--- src/sv/psc_pkg.sv ---
`default_nettype none
package psc_pkg;

  localparam int MAX_VERTS_DEF  = 16;
  localparam int COORD_BITS_DEF = 16;

  // push = d * a * 2^QShift / |a|^2
  localparam int QShift = 12;
  localparam int PushW  = 32;

  localparam logic [1:0] ERR_OK    = 2'd0;
  localparam logic [1:0] ERR_OVF   = 2'd1;
  localparam logic [1:0] ERR_EMPTY = 2'd2;

  typedef enum logic [3:0] {
    S_LOAD,
    S_EDGE,
    S_WAIT,
    S_MUL,
    S_DGO,
    S_DIV,
    S_SQ,
    S_PICK,
    S_SG1,
    S_SG2,
    S_SG3,
    S_OUT
  } state_e;

  typedef struct packed {
    logic busy;
    logic done;
  } div_stat_t;

  function automatic logic signed [PushW-1:0] neg_sat(input logic signed [PushW-1:0] v);
    logic signed [PushW-1:0] r;
    if (v == {1'b1, {(PushW-1){1'b0}}}) r = {1'b0, {(PushW-1){1'b1}}};
    else r = -v;
    return r;
  endfunction

endpackage
`default_nettype wire

--- src/sv/psc_cell.sv ---
`default_nettype none
module psc_cell #(
  parameter int CoordBits = psc_pkg::COORD_BITS_DEF
) (
  input  logic                          clk_i,
  input  logic                          rst_ni,
  input  logic                          wr_en_i,
  input  logic signed [CoordBits-1:0]   wr_x_i,
  input  logic signed [CoordBits-1:0]   wr_y_i,
  input  logic                          en_i,
  input  logic signed [CoordBits:0]     ax_i,
  input  logic signed [CoordBits:0]     ay_i,
  input  logic                          seen_i,
  input  logic signed [2*CoordBits+1:0] lo_i,
  input  logic signed [2*CoordBits+1:0] hi_i,
  output logic signed [CoordBits:0]     ax_o,
  output logic signed [CoordBits:0]     ay_o,
  output logic                          seen_o,
  output logic signed [2*CoordBits+1:0] lo_o,
  output logic signed [2*CoordBits+1:0] hi_o,
  output logic signed [CoordBits-1:0]   vx_o,
  output logic signed [CoordBits-1:0]   vy_o
);
  import psc_pkg::*;

  localparam int AW = CoordBits + 1;
  localparam int DW = 2 * CoordBits + 2;

  logic signed [CoordBits-1:0] vx_q, vy_q;
  logic signed [AW-1:0]        ax_q, ay_q;
  logic signed [2*CoordBits:0] mx, my;
  logic signed [DW-1:0]        dot_d, dot_q;
  logic signed [DW-1:0]        lo_d, lo_q, hi_d, hi_q;
  logic                        seen_d, seen_q;

  always_ff @(posedge clk_i) begin
    if (wr_en_i) begin
      vx_q <= wr_x_i;
      vy_q <= wr_y_i;
    end
  end

  assign mx    = vx_q * ax_i;
  assign my    = vy_q * ay_i;
  assign dot_d = DW'(mx) + DW'(my);

  // the running interval is fed from the product register, so it lags the axis passed to the next cell
  always_comb begin
    seen_d = seen_i;
    lo_d   = lo_i;
    hi_d   = hi_i;
    if (en_i) begin
      seen_d = 1'b1;
      if (!seen_i) begin
        lo_d = dot_q;
        hi_d = dot_q;
      end else begin
        lo_d = (dot_q < lo_i) ? dot_q : lo_i;
        hi_d = (dot_q > hi_i) ? dot_q : hi_i;
      end
    end
  end

  always_ff @(posedge clk_i or negedge rst_ni) begin
    if (!rst_ni) begin
      seen_q <= 1'b0;
    end else begin
      seen_q <= seen_d;
    end
  end

  always_ff @(posedge clk_i) begin
    ax_q  <= ax_i;
    ay_q  <= ay_i;
    dot_q <= dot_d;
    lo_q  <= lo_d;
    hi_q  <= hi_d;
  end

  assign ax_o   = ax_q;
  assign ay_o   = ay_q;
  assign seen_o = seen_q;
  assign lo_o   = lo_q;
  assign hi_o   = hi_q;
  assign vx_o   = vx_q;
  assign vy_o   = vy_q;
endmodule
`default_nettype wire

--- config.mk ---
export PLATFORM = sky130hd
export DESIGN_NAME = psc_cell
export DESIGN_NICKNAME = d
export VERILOG_FILES = /design/src/sv/psc_pkg.sv /design/src/sv/psc_cell.sv
export SDC_FILE = /design/constraint.sdc
export NUM_CORES = 2
export LEC_CHECK = 0
export BUFFER_PORTS_ARGS = -buffer_cell sky130_fd_sc_hd__buf_2
export CORE_MARGIN = 4
export CORE_UTILIZATION = 65
export DETAILED_ROUTE_END_ITERATION = 8
export GPL_TIMING_DRIVEN = 0
export PLACE_DENSITY = 0.87
export SLEW_MARGIN = 15
export SYNTH_ARGS = -nofsm -noshare
export SYNTH_HDL_FRONTEND = slang
export SYNTH_SLANG_ARGS = --single-unit
--- constraint.sdc ---
create_clock -name clk_i -period 11.6 [get_ports clk_i]
set_clock_uncertainty 0.2 [all_clocks]
set_input_delay 1.16 -clock clk_i [delete_from_list [all_inputs] [get_ports clk_i]]
set_output_delay 1.16 -clock clk_i [all_outputs]
set_load 0.005 [all_outputs]
# [Yosys cells after proc, flatten, opt, wreduce, memory -nomap -nowiden]
# Cells that the tools add are included.
[totals] register_bits=169 input_bits=139 out_inout_bits=135 word_cells=20
[op_classes] n_addsub=1 multipliers=2 n_lt_le_gt_ge=2 muxes=7
[op_table] op="two-way mux 34 bit" count=6
[op_table] op="multiplier 16 x 17 -> 33 bit" count=2
[op_table] op="adder 33 x 33 -> 34 bit" count=1
[op_table] op="> comparator 34 bit" count=1
[op_table] op="< comparator 34 bit" count=1
[op_table] op="two-way mux 1 bit" count=1

# [Depth between registers and ports, before layout]
[depth] ltp_word=4 depth_mapped=27 ltp_nobuf=26

# [Least setup slack after synthesis]
# OpenSTA, ideal clock, no wires.
[synth_path] path_type="in2reg" from="in ay_i[16]" to="reg dot_q[31]" setup_ns=0.135 t_arrival_ns=7.632 t_required_ns=11.265 setup_slack_ns=3.634 path_stages=23 path_buffers=1 cell_sequence="clkbuf_1 -> nand2_1 -> fa_1 -> inv_1 -> fa_1 -> inv_1 -> fa_1 -> inv_1 -> fa_1 -> fa_1 -> fa_1 -> fa_1 -> inv_1 -> fa_1 -> inv_1 -> ha_1 -> nand2_1 -> o21ai_0 -> o21ai_0 -> a21o_1 -> a21oi_2 -> mux2i_1 -> o2111ai_1"
[synth_between] elab_chain_cells=2
[synth_rtl] item="start, declared" line_no="psc_cell.sv:12" source="input logic signed [CoordBits:0] ay_i,"
[synth_rtl] item="multiplier 16 x 17 -> 33 bit" line_no="psc_cell.sv:44" source="assign my = vy_q * ay_i;"
[synth_rtl] item="adder 33 x 33 -> 34 bit" line_no="psc_cell.sv:45" source="assign dot_d = DW'(mx) + DW'(my);"
[synth_rtl] item="named net dot_d[31]" line_no="psc_cell.sv:32" source="logic signed [DW-1:0] dot_d, dot_q;"
[synth_rtl] item="end signal, assigned" line_no="psc_cell.sv:75" source="dot_q <= dot_d;"
[synth_rtl] item="end, declared" line_no="psc_cell.sv:32"
# The timed path passes the listed nets, and every way through them passes these cells.
# A chain may end at the register's enable or synchronous reset.

# [Final worst setup path]
# Same ends and word-level chain as after synthesis.

==> metrics.md <==
| Metric | Value |
|---|---|
| Total instance count after detailed placement | `around 3500` |
| Chip Width | `between 200 and 250 um` |
| Number of distinct library cell variants in the gate-level netlist after synthesis | `55` |
| Number of buffers inserted by port buffering | `between 200 and 300` |
| #FFs+latches synth | `~170` |
| Final layout net count | `about 4000` |
| Total negative slack | `0 ns` |
| Vertical die dimension | `213 um` |
| Worst path max stage delay | `0.79 ns` |
| Synth warn | `0` |
| Critical path depth in cells | `24` |
| Most frequent cell on the critical path | `fa_1` |
| Placed cell area | `around 30000 um2` |
| Max-cap viol count | `0` |
| Clock tree buffer depth | `2` |
| Cell-by-cell listing of the critical path | `buf_2, clkbuf_1, nand2_1, fa_1, inv_1, fa_1, inv_1, fa_1, inv_1, fa_1, fa_1, fa_1, fa_1, inv_1, fa_1, inv_1, ha_1, a21oi_1, o21ai_0, o21ai_0, a21o_1, a21oi_2, mux2i_1, o2111ai_1` |
| Total clock buffers created by CTS | `17` |
| Cell area after synthesis | `27300 um2` |
| Number of standard cells in the layout, taps in and fillers out | `approximately 3600` |
| Proportion of synthesized chip area in sequential cells | `0.136` |
| Result of the run | `finished, final reports clean` |
| H-tree lvl count | `4` |
| Overall routed net length | `around 77 mm` |
| Area of the die | `45300 um2` |
| Post-synth EDFFs | `32` |
| HPWL after detailed placement | `roughly 64 mm` |
| TritonCTS sink count | `approximately 170` |
| Category of the worst setup path capture point | `flip-flop` |
| Unrepaired setup endpoints after global routing | `false` |
| First-pass GRT wire length | `roughly 120 mm` |
| Count of standard-cell rows | `74` |
| Commonest cells after routing, fill and taps aside | `inv_1, fa_1, buf_2, and2_1, nand2_1` |
| M1 wire length | `about 29 mm` |
| Number of iterations in the first detailed-routing pass | `7` |
| Min Tclk post-route | `between 8 and 9 ns` |
| Final hold violations | `0` |
| Global-route usage over all layers | `0.354` |
| Post-route antenna net violation count | `0` |
| Cell count after synthesis | `between 2000 and 3000` |
| Kind of launch point of the worst setup path | `primary input` |
| Detailed route wirelength on metal3 | `around 7.7 mm` |
| Reg2Reg Setup Slack | `2.98 ns` |
| Worst-Skew Late Latency | `0.49 ns` |
| Family with the most delay on the worst path | `adder cells` |
| Core Area | `around 41000 um2` |
| Crit path buffers/inverters | `7` |
| Slowest cell on crit path | `fa_1` |
| Most common flop cell mapped by yosys | `dfxtp_1` |
| Synthesized Nets | `3700` |
| Area of all placed cells without fillers | `about 30000 um2` |
| Setup violation total in the final timing report | `0` |
| Max Clk Rate | `between 0.1 and 0.15 GHz` |
| Pin count of the biggest net entering global routing | `33` |
| Final Max Tran Viols | `0` |
| 1st-iter DRT viols | `roughly 1300` |
| Final GP Congestion | `between 1 and 1.5` |
| Hold-fix buffer count after cts | `0` |
| Required arrival time at the worst endpoint | `11.74 ns` |
| Buffers inserted by post-CTS timing repair | `0` |
| Drc violations | `0` |
| Async set-reset flop share out of synthesis | `0.00592` |
| Path type of the worst setup path | `in -> reg` |
| CTS resizes | `0` |
| Met2 WL | `36.0 mm` |
| Class of the tightest hold or removal check | `in -> async` |
| Mean Syn Cell Area | `9.99 um2` |
| Routed via count divided by cell count | `5.55` |
| Initial Util | `0.663` |
| Cell chosen for the clock root | `clkbuf_16` |
| Routed WL per cell | `~21 um` |
| CTS clock-pin slew for the worst setup and hold paths | `0.07 ns` |
| Antenna violations before repair | `4` |
| Aggregate global routing overflow | `0` |
| Critical-path maximum fanout | `10` |
| Share of the clock period used by the worst path | `0.761` |
| Number of vias in the routed layout | `a little under 20000` |
| Worst EP arrival | `approximately 9 ns` |
| Most common cell after layout, fill and taps aside | `inv_1` |
| Share of final-layout standard cells stronger than drive strength 1 | `0.128` |
| Highest routing layer actually used | `met5` |
| CTS tree | `done` |
| Worst slew margin | `0.230` |
| Vias in the first global route | `21800` |
| Worst Reg-to-Reg Cells | `23` |
| Worst-margin pin slew | `1.16 ns` |
| Number of placed I/O pins | `between 200 and 300` |
| Area growth syn-to-layout | `9.65%` |
-- stage by stage --
stage,utilization,hold WS [ns],setup WS (ns)
after floorplan,-,0.283,3.63
after global placement,0.713,0.338,2.55
after detailed placement,0.713,0.335,2.35
after CTS,0.727,0.195,2.79
after global routing,0.727,0.217,2.35
final,0.727,0.237,2.77
-- final timing paths --
kind / to / start
setup / recovery: dot_q[31] / ay_i[16]
hold / removal: seen_o / rst_ni
setup reg to reg: dot_q[31] / vy_o[1]
hold reg to reg: lo_o[12] / dot_q[12]
max in group asynchronous: seen_o / rst_ni
min in group clk_i: lo_o[12] / dot_q[12]
-- synth_stat cells (all sizes together), types with 29 or more instances --
| library cell | instances | share of area |
|---|---|---|
| nor2 | 38 | 0.0052 |
| a21oi | 44 | 0.0084 |
| inv | 740 | 0.10 |
| o21ai | 34 | 0.0062 |
| ha | 219 | 0.10 |
| mux2 | 68 | 0.028 |
| fa | 614 | 0.45 |
| dfxtp | 136 | 0.10 |
| a21o | 29 | 0.0081 |
| and2 | 271 | 0.062 |
| xnor2 | 33 | 0.011 |
| clkbuf | 76 | 0.010 |
| edfxtp | 32 | 0.035 |
| nand2 | 261 | 0.036 |
-- state kept, by name, summed over array words and instances (netlist names) --
signal and cells:
ay_o 17, vy_o 16, vx_o 16, lo_o 34
seen_o 1, dot_q 34, ax_o 17, hi_o 34
-- per-layer routing --
layer  track usage  up-vias
li1              -     8571
met2         0.574     1071
met5             0        -
met4         0.166        4
met1         0.454     9942
met3        0.0880      232
-- kinds of logic after synthesis --
group	share of synthesized area
compound gates	0.0341
xor+xnor	0.0138
fa+ha+maj	0.551
buf+inv	0.115
flops	0.136
mux	0.0285
simple gates	0.121
-- area by class of cell --
type	count	area [um2]
Antenna cell	4	10.0
Clock buffer	19	464
Inverter	740	2780
Clock inverter	13	125
Timing Repair Buffer	273	1370
Fill cell	2957	11200
Tap cell	532	666
Multi-Input combinational cell	1737	20400
Sequential cell	169	3710
Buffer	82	353
-- worst register-to-register path, cell delays in order, from the launching register on --
cell       delay [ns]
edfxtp_1         0.54
clkbuf_1         0.47
nand2_1          0.29
fa_1             0.67
inv_1            0.16
fa_1             0.79
inv_1            0.17
fa_1             0.51
inv_1            0.05
fa_1             0.52
fa_1             0.58
fa_1             0.46
fa_1             0.50
inv_1            0.05
fa_1             0.57
inv_1            0.07
ha_1             0.35
a21oi_1          0.08
o21ai_0          0.43
o21ai_0          0.15
a21o_1           0.21
a21oi_2          0.26
mux2i_1          0.23
o2111ai_1        0.15
Power is left out: the tool's default activity adds up to more than one toggle a clock period on the data nets, which glitch-free logic cannot reach.
