==> config.mk <==
export PLATFORM = sky130hd
export DESIGN_NAME = psc_div
export DESIGN_NICKNAME = d
export VERILOG_FILES = /design/src/sv/psc_pkg.sv /design/src/sv/psc_div.sv
export SDC_FILE = /design/constraint.sdc
export NUM_CORES = 1
export LEC_CHECK = 0
export BUFFER_PORTS_ARGS = -buffer_cell sky130_fd_sc_hd__clkbuf_2
export CAP_MARGIN = 25
export CORE_MARGIN = 2
export CORE_UTILIZATION = 49
export CTS_CLUSTER_SIZE = 14
export DETAILED_ROUTE_END_ITERATION = 16
export MAX_ROUTING_LAYER = met4
export PLACE_DENSITY_LB_ADDON = 0.1
export RECOVER_POWER = 50
export SYNTH_ARGS = -nofsm -noshare
export SYNTH_HDL_FRONTEND = slang
export SYNTH_SLANG_ARGS = --single-unit
==> constraint.sdc <==
create_clock -name clk_i -period 2.7 [get_ports clk_i]
set_clock_uncertainty 0.05 [all_clocks]
set_input_delay 0.27 -clock clk_i [delete_from_list [all_inputs] [get_ports clk_i]]
set_output_delay 0.27 -clock clk_i [all_outputs]
set_load 0.02 [all_outputs]
==> src/sv/psc_pkg.sv <==
`default_nettype none
package psc_pkg;

  localparam int MAX_VERTS_DEF  = 16;
  localparam int COORD_BITS_DEF = 16;

  // push = d * a * 2^QShift / |a|^2
  localparam int QShift = 12;
  localparam int PushW  = 32;

  localparam logic [1:0] ERR_OK    = 2'd0;
  localparam logic [1:0] ERR_OVF   = 2'd1;
  localparam logic [1:0] ERR_EMPTY = 2'd2;

  typedef enum logic [3:0] {
    S_LOAD,
    S_EDGE,
    S_WAIT,
    S_MUL,
    S_DGO,
    S_DIV,
    S_SQ,
    S_PICK,
    S_SG1,
    S_SG2,
    S_SG3,
    S_OUT
  } state_e;

  typedef struct packed {
    logic busy;
    logic done;
  } div_stat_t;

  function automatic logic signed [PushW-1:0] neg_sat(input logic signed [PushW-1:0] v);
    logic signed [PushW-1:0] r;
    if (v == {1'b1, {(PushW-1){1'b0}}}) r = {1'b0, {(PushW-1){1'b1}}};
    else r = -v;
    return r;
  endfunction

endpackage
`default_nettype wire

==> src/sv/psc_div.sv <==
`default_nettype none
module psc_div #(
  parameter int NumW = 64,
  parameter int DenW = 34
) (
  input  logic                     clk_i,
  input  logic                     rst_ni,
  input  logic                     start_i,
  input  logic [NumW-1:0]          num_i,
  input  logic [DenW-1:0]          den_i,
  output psc_pkg::div_stat_t       stat_o,
  output logic [psc_pkg::PushW-1:0] quo_o
);
  import psc_pkg::*;

  localparam int QW = PushW;
  localparam int SW = $clog2(QW);
  localparam logic [QW-1:0] QCap = {1'b1, {(QW-1){1'b0}}};

  logic [DenW:0]   rem_q;
  logic [DenW+1:0] trial;
  logic [QW-1:0]   low_q, quo_q;
  logic [SW-1:0]   step_q;
  logic            ovf_q, busy_q, done_q;

  assign trial = {rem_q, low_q[QW-1]};

  always_ff @(posedge clk_i or negedge rst_ni) begin
    if (!rst_ni) begin
      busy_q <= 1'b0;
      done_q <= 1'b0;
      step_q <= '0;
    end else if (start_i) begin
      busy_q <= 1'b1;
      done_q <= 1'b0;
      step_q <= '0;
    end else if (busy_q) begin
      step_q <= step_q + SW'(1);
      if (step_q == SW'(QW - 1)) begin
        busy_q <= 1'b0;
        done_q <= 1'b1;
      end
    end
  end

  // high part above the quotient window: at or above the divisor means the quotient
  // does not fit and clips anyway
  always_ff @(posedge clk_i) begin
    if (start_i) begin
      ovf_q <= ((DenW+1)'(num_i[NumW-1:QW]) >= (DenW+1)'(den_i));
      rem_q <= (DenW+1)'(num_i[NumW-1:QW]);
      low_q <= num_i[QW-1:0];
      quo_q <= '0;
    end else if (busy_q) begin
      low_q <= {low_q[QW-2:0], 1'b0};
      if (trial >= (DenW+2)'(den_i)) begin
        rem_q <= (DenW+1)'(trial - (DenW+2)'(den_i));
        quo_q <= {quo_q[QW-2:0], 1'b1};
      end else begin
        rem_q <= trial[DenW:0];
        quo_q <= {quo_q[QW-2:0], 1'b0};
      end
    end
  end

  assign quo_o       = (ovf_q || (quo_q > QCap)) ? QCap : quo_q;
  assign stat_o.busy = busy_q;
  assign stat_o.done = done_q;
endmodule
`default_nettype wire

==> Word-level counts from Yosys, hierarchy flattened <==
Cells that the tools add are included.
{ "totals": {"out_inout_bits": 34, "wordCells": 33, "register_bits": 107} }
{ "op_classes": {"muxes": 15, "reduce_logical": 4, "eq_ne": 1, "magnitude_cmp": 3, "n_addsub": 2} }
{ "op_table": {"columns": ["cell", "n"], "rows": [
  ["32-bit 2-to-1 mux", 5],
  ["36-bit by 34-bit greater-or-equal comparator with 1-bit output", 1],
  ["35-bit 2-to-1 mux", 1],
  ["35-bit by 34-bit subtractor with 35-bit output", 1],
  ["32-bit by 34-bit greater-or-equal comparator with 1-bit output", 1],
  ["32-bit > comparator, second input constant", 1],
  ["5-bit 2-to-1 mux", 2],
  ["1-bit 2-to-1 mux", 7],
  ["5-bit by 1-bit adder with 5-bit output, second input constant", 1],
  ["5-bit equality test, second input constant", 1],
  ["2-bit nonzero test", 2],
  ["2-bit AND reduction", 1],
  ["1-bit logical OR", 1]
]} }

==> Logic depth before layout (Yosys ltp) <==
Gate-level depths: netlist of the first run.
{ "logic_depth": {"ltp_word": 4, "ltp_mapped": 12, "mapped_depth_nobuf": 11} }

==> Worst setup path before layout of the first run <==
No wires, ideal clock.
{ "synth_path": {"path_type": "input to register", "startpoint": "input port start_i", "endpoint": "register low_q[0] (enable)", "path_stages": 4, "arrival_time_ns": 2.028, "required_ns": 1.960, "path_slack_ns": -0.068, "setup_ns": 0.690, "path_cell_list": "inv_1 > clkbuf_1 > clkbuf_1 > nand2_1"} }
{ "synth_between": {"elab_chain_len": 1} }
{ "synth_lines": {"columns": ["element", "line_no", "text"], "rows": [
  ["from (decl)", "psc_div.sv:8", "input logic start_i,"],
  ["2-bit nonzero test (no source line)", null, null],
  ["to (signal assigned)", "psc_div.sv:52", "low_q <= num_i[QW-1:0];"],
  ["to (signal assigned)", "psc_div.sv:55", "low_q <= {low_q[QW-2:0], 1'b0};"],
  ["to (decl)", "psc_div.sv:22", "logic [QW-1:0] low_q, quo_q;"]
]} }
Every way passes these cells.
A chain may end at the register's enable or synchronous reset.

==> Final worst setup path of the first run <==
{ "layout_path": {"startpoint": "register rem_q[1]", "endpoint": "register rem_q[31] (data pin)"} }
{ "layout_between": {"elab_chain_len": 4, "word_cells_on_any_way": 5} }
{ "layout_lines": {"columns": ["element", "line_no", "text"], "rows": [
  ["from (decl)", "psc_div.sv:20", "logic [DenW:0] rem_q;"],
  ["from (signal assigned)", "psc_div.sv:51", "rem_q <= (DenW+1)'(num_i[NumW-1:QW]);"],
  ["from (signal assigned)", "psc_div.sv:57", "rem_q <= (DenW+1)'(trial - (DenW+2)'(den_i));"],
  ["from (signal assigned)", "psc_div.sv:60", "rem_q <= trial[DenW:0];"],
  ["35-bit by 34-bit subtractor with 35-bit output or 36-bit by 34-bit greater-or-equal comparator with 1-bit output (tied branches)", "psc_div.sv:57, psc_div.sv:56", null],
  ["35-bit 2-to-1 mux (*)", "psc_div.sv:56", "if (trial >= (DenW+2)'(den_i)) begin"],
  ["32-bit 2-to-1 mux (*)", "psc_div.sv:54", "end else if (busy_q) begin"],
  ["32-bit 2-to-1 mux (*)", "psc_div.sv:49", "if (start_i) begin"]
]} }
Mark *: on every way between the ends. The rest lies on a longest branch, timed or not. The select of a mux whose other input is x is not followed.

==> qor.yml, run 1 <==
yosys:
  syn_inst: 859
  yosysWarnings: 0
  synth_edf_count: 65
  ys.flop_type: "edfxtp_1"
  synthesis.nets: 1029
  async_reset_ff_share_pct: 6.54
  netlist_area_um2: 7970
  yosys.area.top_type: "edfxtp_1"
  ys_seq_area_share_pct: 35.5
  synth_xor_area_share_pct: 3.62
  synth_fa_ha_area_share_pct: 10.9
  synth_seq_cells: 107
  yosysTopAreaCellShare_pct: 24.5
  ys_types: 74
  avgSynthCellArea_um2: 9.28
  ys_top_cells_by_area: "edfxtp_1 24%, ha_1 11%, dfxtp_1 8.8%, mux2_2 4.4%, mux2i_1 4.3%"
  synth_top_family_by_area: "simple AND/OR/NAND/NOR gates"
  synthSimpleGateAreaFrac_pct: 18.1
  synth_compound_area_share_pct: 17.8
  muxShareOfSynthArea_pct: 8.65
clock_tree:
  h-tree-depth: 3
  clock_latency_ps: 360
  cts_root_buffer: "clkbuf_16"
  clk_pin_slew_worst_paths_ps: 80
  tritoncts: "done"
  clock-sinks: 107
  cts_inserted_buffers: 9
  clk_path_buf_depth: 2
global_route:
  antenna_found_initial: 0
  first_global_vias: 7130
  grt_pass1_wl_mm: 35.5
  grt_max_degree: 141
  track_usage_pct: 25.6
  overflow: 0
place:
  port_buffers: 134
  dp_cells: 1289
  routabilityCongestion: 0.927
  place.detailed.hpwl_mm: 15.6
  dp_worst_setup_slack_ps: -324
  placed_area_um2: 9740
power_and_ir_drop:
  p_per_area_nw_per_um2: 937
  vdd_drop_max_v: 0.000553
  power.leakage_uw: 0.00507
critical_path:
  crit_path_end_kind: "register"
  cp_top_family: "compound AO/OA/AOI/OAI gates"
  critPathMaxFanout: 4
  cp-start-kind: "register"
  worstPathCellList: "ha_4, nor2_4, a211oi_2, o41a_2, a31oi_1, buf_4, o31a_1, o21bai_1, xnor2_1, a31o_1"
  crit_buf_inv: 1
  crit_slowest_cell: "o41a_2"
  cpPeakStageDelay_ps: 460
  cp.arrival_ps: 2800
  worstSetupPathType: "reg -> reg"
  worstPathRequired_ps: 2760
timing:
  min_period_over_period_pct: 101
  setup_viol: 5
  grt_setup_unrepaired: "yes"
  tightest_slew_ps: 1310
  fin_ws_ps: -34.0
  finalHoldViolations: 0
  period_needed_ps: 2730
  setup_tns_ps: -96.0
  slew_viol_final: 0
  hold_slack_ps: 137
  slew_headroom_pct: 12.4
  fmax_ghz: 0.366
routing:
  drt-wirelength-per-cell_um: 17.0
  first_pass_iters: 5
  vias: 7413
  vias_per_cell: 5.61
  drt_iter0_markers: 474
  remaining_drc_errors: 0
  ant_nets: 0
  routed_wirelength_mm: 22.4
floorplan:
  die_y_um: 132
  chipWidth_um: 132
  core_um2: 15900
  rows: 46
  die_area_um2: 17300
  initial_utilization_pct: 50.2
  io_pins: 135
run_status:
  violations: "setup timing"
  status: "finished with violations"
worst_hold_path:
  min_path_type: "in -> reg"
final_layout:
  fillers: 1321
  fin_nets: 1270
  layout_common_cells: "133 x clkbuf_2, 130 x buf_4, 70 x nor2_1"
  fin_area_um2: 10700
  layout_commonest_cell: "clkbuf_2"
  area_growth_pct: 34.3
  drive_gt1_share_pct: 36.3
  antennaDiodeCount: 0
  fin_cells: 1321
job:
  maxCapViolations: 0
path summary, 6_finish.rpt:
path | from | endpoint | slack [ps] | depth (start not counted)
worst min register to register | quo_q[31] | quo_q[31] | 440 | 2
worst min-delay path | num_i[0] | low_q[0] | 140 | 2
worst max register to register | rem_q[1] | rem_q[31] | -30 | 10
min in group asynchronous | rst_ni | done_q | 280 | 2
worst max-delay path | rem_q[1] | rem_q[31] | -30 | 10
max in group asynchronous | rst_ni | busy_q | 2020 | 2
area by class of cell:
class	count	area [um^2]	share of cell area [%]
inverters	54	203	1.89
clock buffers	11	254	2.37
well taps	216	270	2.52
repair buffers	282	1910	17.8
multi-input cells	646	5200	48.5
flip-flops and latches	107	2830	26.4
clock inverters	5	42.5	0.397
power by group:
group / switching, uW / total [uW] / internal [uW]
Clock: 645 / 1340 / 697
Sequential: 220 / 2380 / 2160
Combinational: 3200 / 6310 / 3110
registers in the layout, summed over array words and instances, names as in the netlist:
signal  cells
rem_q      35
low_q      32
quo_q      32
step_q      5
busy_q      1
done_q      1
ovf_q       1
stage by stage:
| step | utilization, % | total power, uW |
|---|---|---|
| finish | 67.4 | 10000 |
| floorplan | - | 5570 |
| detailed placement | 61.3 | 7620 |
| CTS | 64.4 | 9260 |
| global route | 67.4 | 10700 |
| global placement | 61.3 | 7590 |
Yosys cell counts, types with 26 or more instances:
cell type / n
edfxtp_1: 65
and2_1: 35
nand2_1: 68
inv_1: 53
nor2_1: 72
o311ai_1: 29
clkbuf_1: 35
dfxtp_1: 35
mux2_2: 31
ha_1: 68
mux2i_1: 34
a21oi_1: 49
nand4_1: 26
cells by family (layout without fill, tap and decap cells):
| family | Yosys count | in the layout |
|---|---|---|
| compound gates | 197 | 197 |
| fa+ha+maj | 69 | 69 |
| flops | 107 | 107 |
| buf+inv | 106 | 352 |
| simple gates | 282 | 282 |
| mux | 65 | 65 |
| xor+xnor | 33 | 33 |
repair_timing:
item | in CTS | in global routing
pin swaps | 12 | 37
setup buffers | 4 | 10
endpoints found under the setup margin | 34 | 36
endpoints found under the hold margin | 7 | 0
resized for setup | 20 | 67
hold buffers | 1 | 0
gates cloned | 0 | 2
metal layers:
metal / track usage [%] / vias to the layer above / part of all wire (%)
li1: - / 3662 / -
met1: 34.2 / 3458 / 46
met2: 39.9 / 249 / 45
met3: 4.67 / 44 / 6.4
met4: 7.61 / 0 / 2.5
met5: - / - / 0
(Power assumes the default switching activity.)
==> run 2: changes to the inputs <==
Settings changed: CTS_BUF_LIST from default to sky130_fd_sc_hd__clkbuf_8.
==> run 2 against run 1 <==
Effect of this change:
- the flow still finishes with violations (setup timing)
- critical endpoint is now rem_q[27]
- maximum frequency decreased by 0.22%
- critical path type unchanged
- flip-flop and latch count unchanged
- sequential power about the same
==> qor.yml, run 2 (synthesis results as in run 1) <==
final_layout:
  layout_common_cells: "139 x buf_4, 132 x clkbuf_2, 67 x nor2_1"
  layout_commonest_cell: "buf_4"
  fin_nets: 1275
  regMostFlops: "rem_q"
  antennaDiodeCount: 0
  fin_cells: 1326
  largestRegisters: "rem_q: 35 flops, low_q: 32 flops, quo_q: 32 flops"
  largest_reg_flops: 35
  area_growth_pct: 34.1
  drive_gt1_share_pct: 36.9
routing:
  remaining_drc_errors: 0
  first_pass_iters: 5
  drt-wirelength-per-cell_um: 16.7
  vias: 7408
  drt_iter0_markers: 495
  routed_wirelength_mm: 22.2
  ant_nets: 0
  vias_per_cell: 5.59
critical_path:
  worstSetupPathType: "reg -> reg"
  crit_path_end_kind: "register"
  cp-start-kind: "register"
  critPathMaxFanout: 4
  cp.arrival_ps: 2810
  worstPathRequired_ps: 2770
place:
  dp_cells: 1289
  routabilityCongestion: 0.927
  place.detailed.hpwl_mm: 15.6
  port_buffers: 134
  dp_worst_setup_slack_ps: -324
timing:
  fin_ws_ps: -39.9
  period_needed_ps: 2740
  slew_viol_final: 0
  tightest_slew_ps: 697
  slew_headroom_pct: 53.5
  hold_slack_ps: 95.4
  grt_setup_unrepaired: "yes"
  min_period_over_period_pct: 101
  finalHoldViolations: 0
  fmax_ghz: 0.365
  setup_viol: 6
floorplan:
  core_um2: 15900
  io_pins: 135
  rows: 46
  die_area_um2: 17300
  die_y_um: 132
  chipWidth_um: 132
  initial_utilization_pct: 50.2
clock_tree:
  cts_root_buffer: "clkbuf_8"
  tritoncts: "done"
  clk_pin_slew_worst_paths_ps: 120
  clock_latency_ps: 400
  clock-sinks: 107
  clk_path_buf_depth: 2
  h-tree-depth: 3
  cts_inserted_buffers: 9
run_status:
  status: "finished with violations"
  violations: "setup timing"
global_route:
  antenna_found_initial: 0
  grt_pass1_wl_mm: 35.3
  first_global_vias: 7153
  track_usage_pct: 25.6
  overflow: 0
  grt_max_degree: 141
worst_hold_path:
  min_path_type: "in -> reg"
power_and_ir_drop:
  power.leakage_uw: 0.00507
  vdd_drop_max_v: 0.000551
  p_per_area_nw_per_um2: 915
job:
  maxCapViolations: 0
==> run 2: metal layers <==
layer  part of all wire (%)  GRT usage, %  up-vias  routed length, um
li1                       -             -     3662                  -
met1                     46          34.3     3489              10300
met2                     46          39.2      224              10200
met3                    5.9          4.63       33               1300
met4                    2.0          8.27        0                450
met5                      0             -        -                  0
==> run 2: repair_timing <==
item / CTS / global route
hold buffers: 1 / 0
pin swaps: 11 / 42
endpoints found under the hold margin: 7 / 0
setup buffers: 4 / 15
endpoints found under the setup margin: 35 / 37
resized for setup: 18 / 73
cloned: 0 / 1
==> run 2: final timing paths <==
kind,start,end,slack [ps],cells past startpoint
max,rem_q[1],rem_q[27],-40,10
min,num_i[0],low_q[0],100,2
max reg2reg,rem_q[1],rem_q[27],-40,10
min reg2reg,done_q,done_q,450,2
max in group asynchronous,rst_ni,busy_q,2060,2
min in group asynchronous,rst_ni,done_q,240,2
==> run 2: layout make-up <==
cell class,count,area [um^2]
multi-input cells,646,5240
fillers,1317,5190
flip-flops and latches,107,2830
repair buffers,287,1950
well taps,216,270
inverters,54,203
clock buffers,9,124
clock inverters,7,76.3
==> run 2: critical path, cell delays in order, from the launching register on <==
cell and delay [ps]:
edfxtp_1 460, ha_4 250, nor2_4 100, a211oi_4 60, o41a_2 450, a31oi_1 170
buf_4 150, o31a_1 280, nor4b_2 90, a311oi_1 290, o31ai_1 110
==> run 2: power breakdown <==
group	switching (uW)	internal [uW]	leakage (uW)
combinational	3170	3180	0.00389
sequential	231	2160	0.00107
clock	606	440	0.000107
total	4010	5780	0.00507
==> run 2: stage by stage <==
stage / power (uW) / TNS [ps] / utilization [%] / area [um^2]
floorplan: 5570 / 0 / - / 7980
finish: 9790 / -110 / 67.3 / 10700
global placement: 7590 / -4340 / 61.3 / 9740
detailed placement: 7620 / -6140 / 61.3 / 9740
global route: 10400 / -2790 / 67.3 / 10700
CTS: 8910 / -147 / 63.6 / 10100
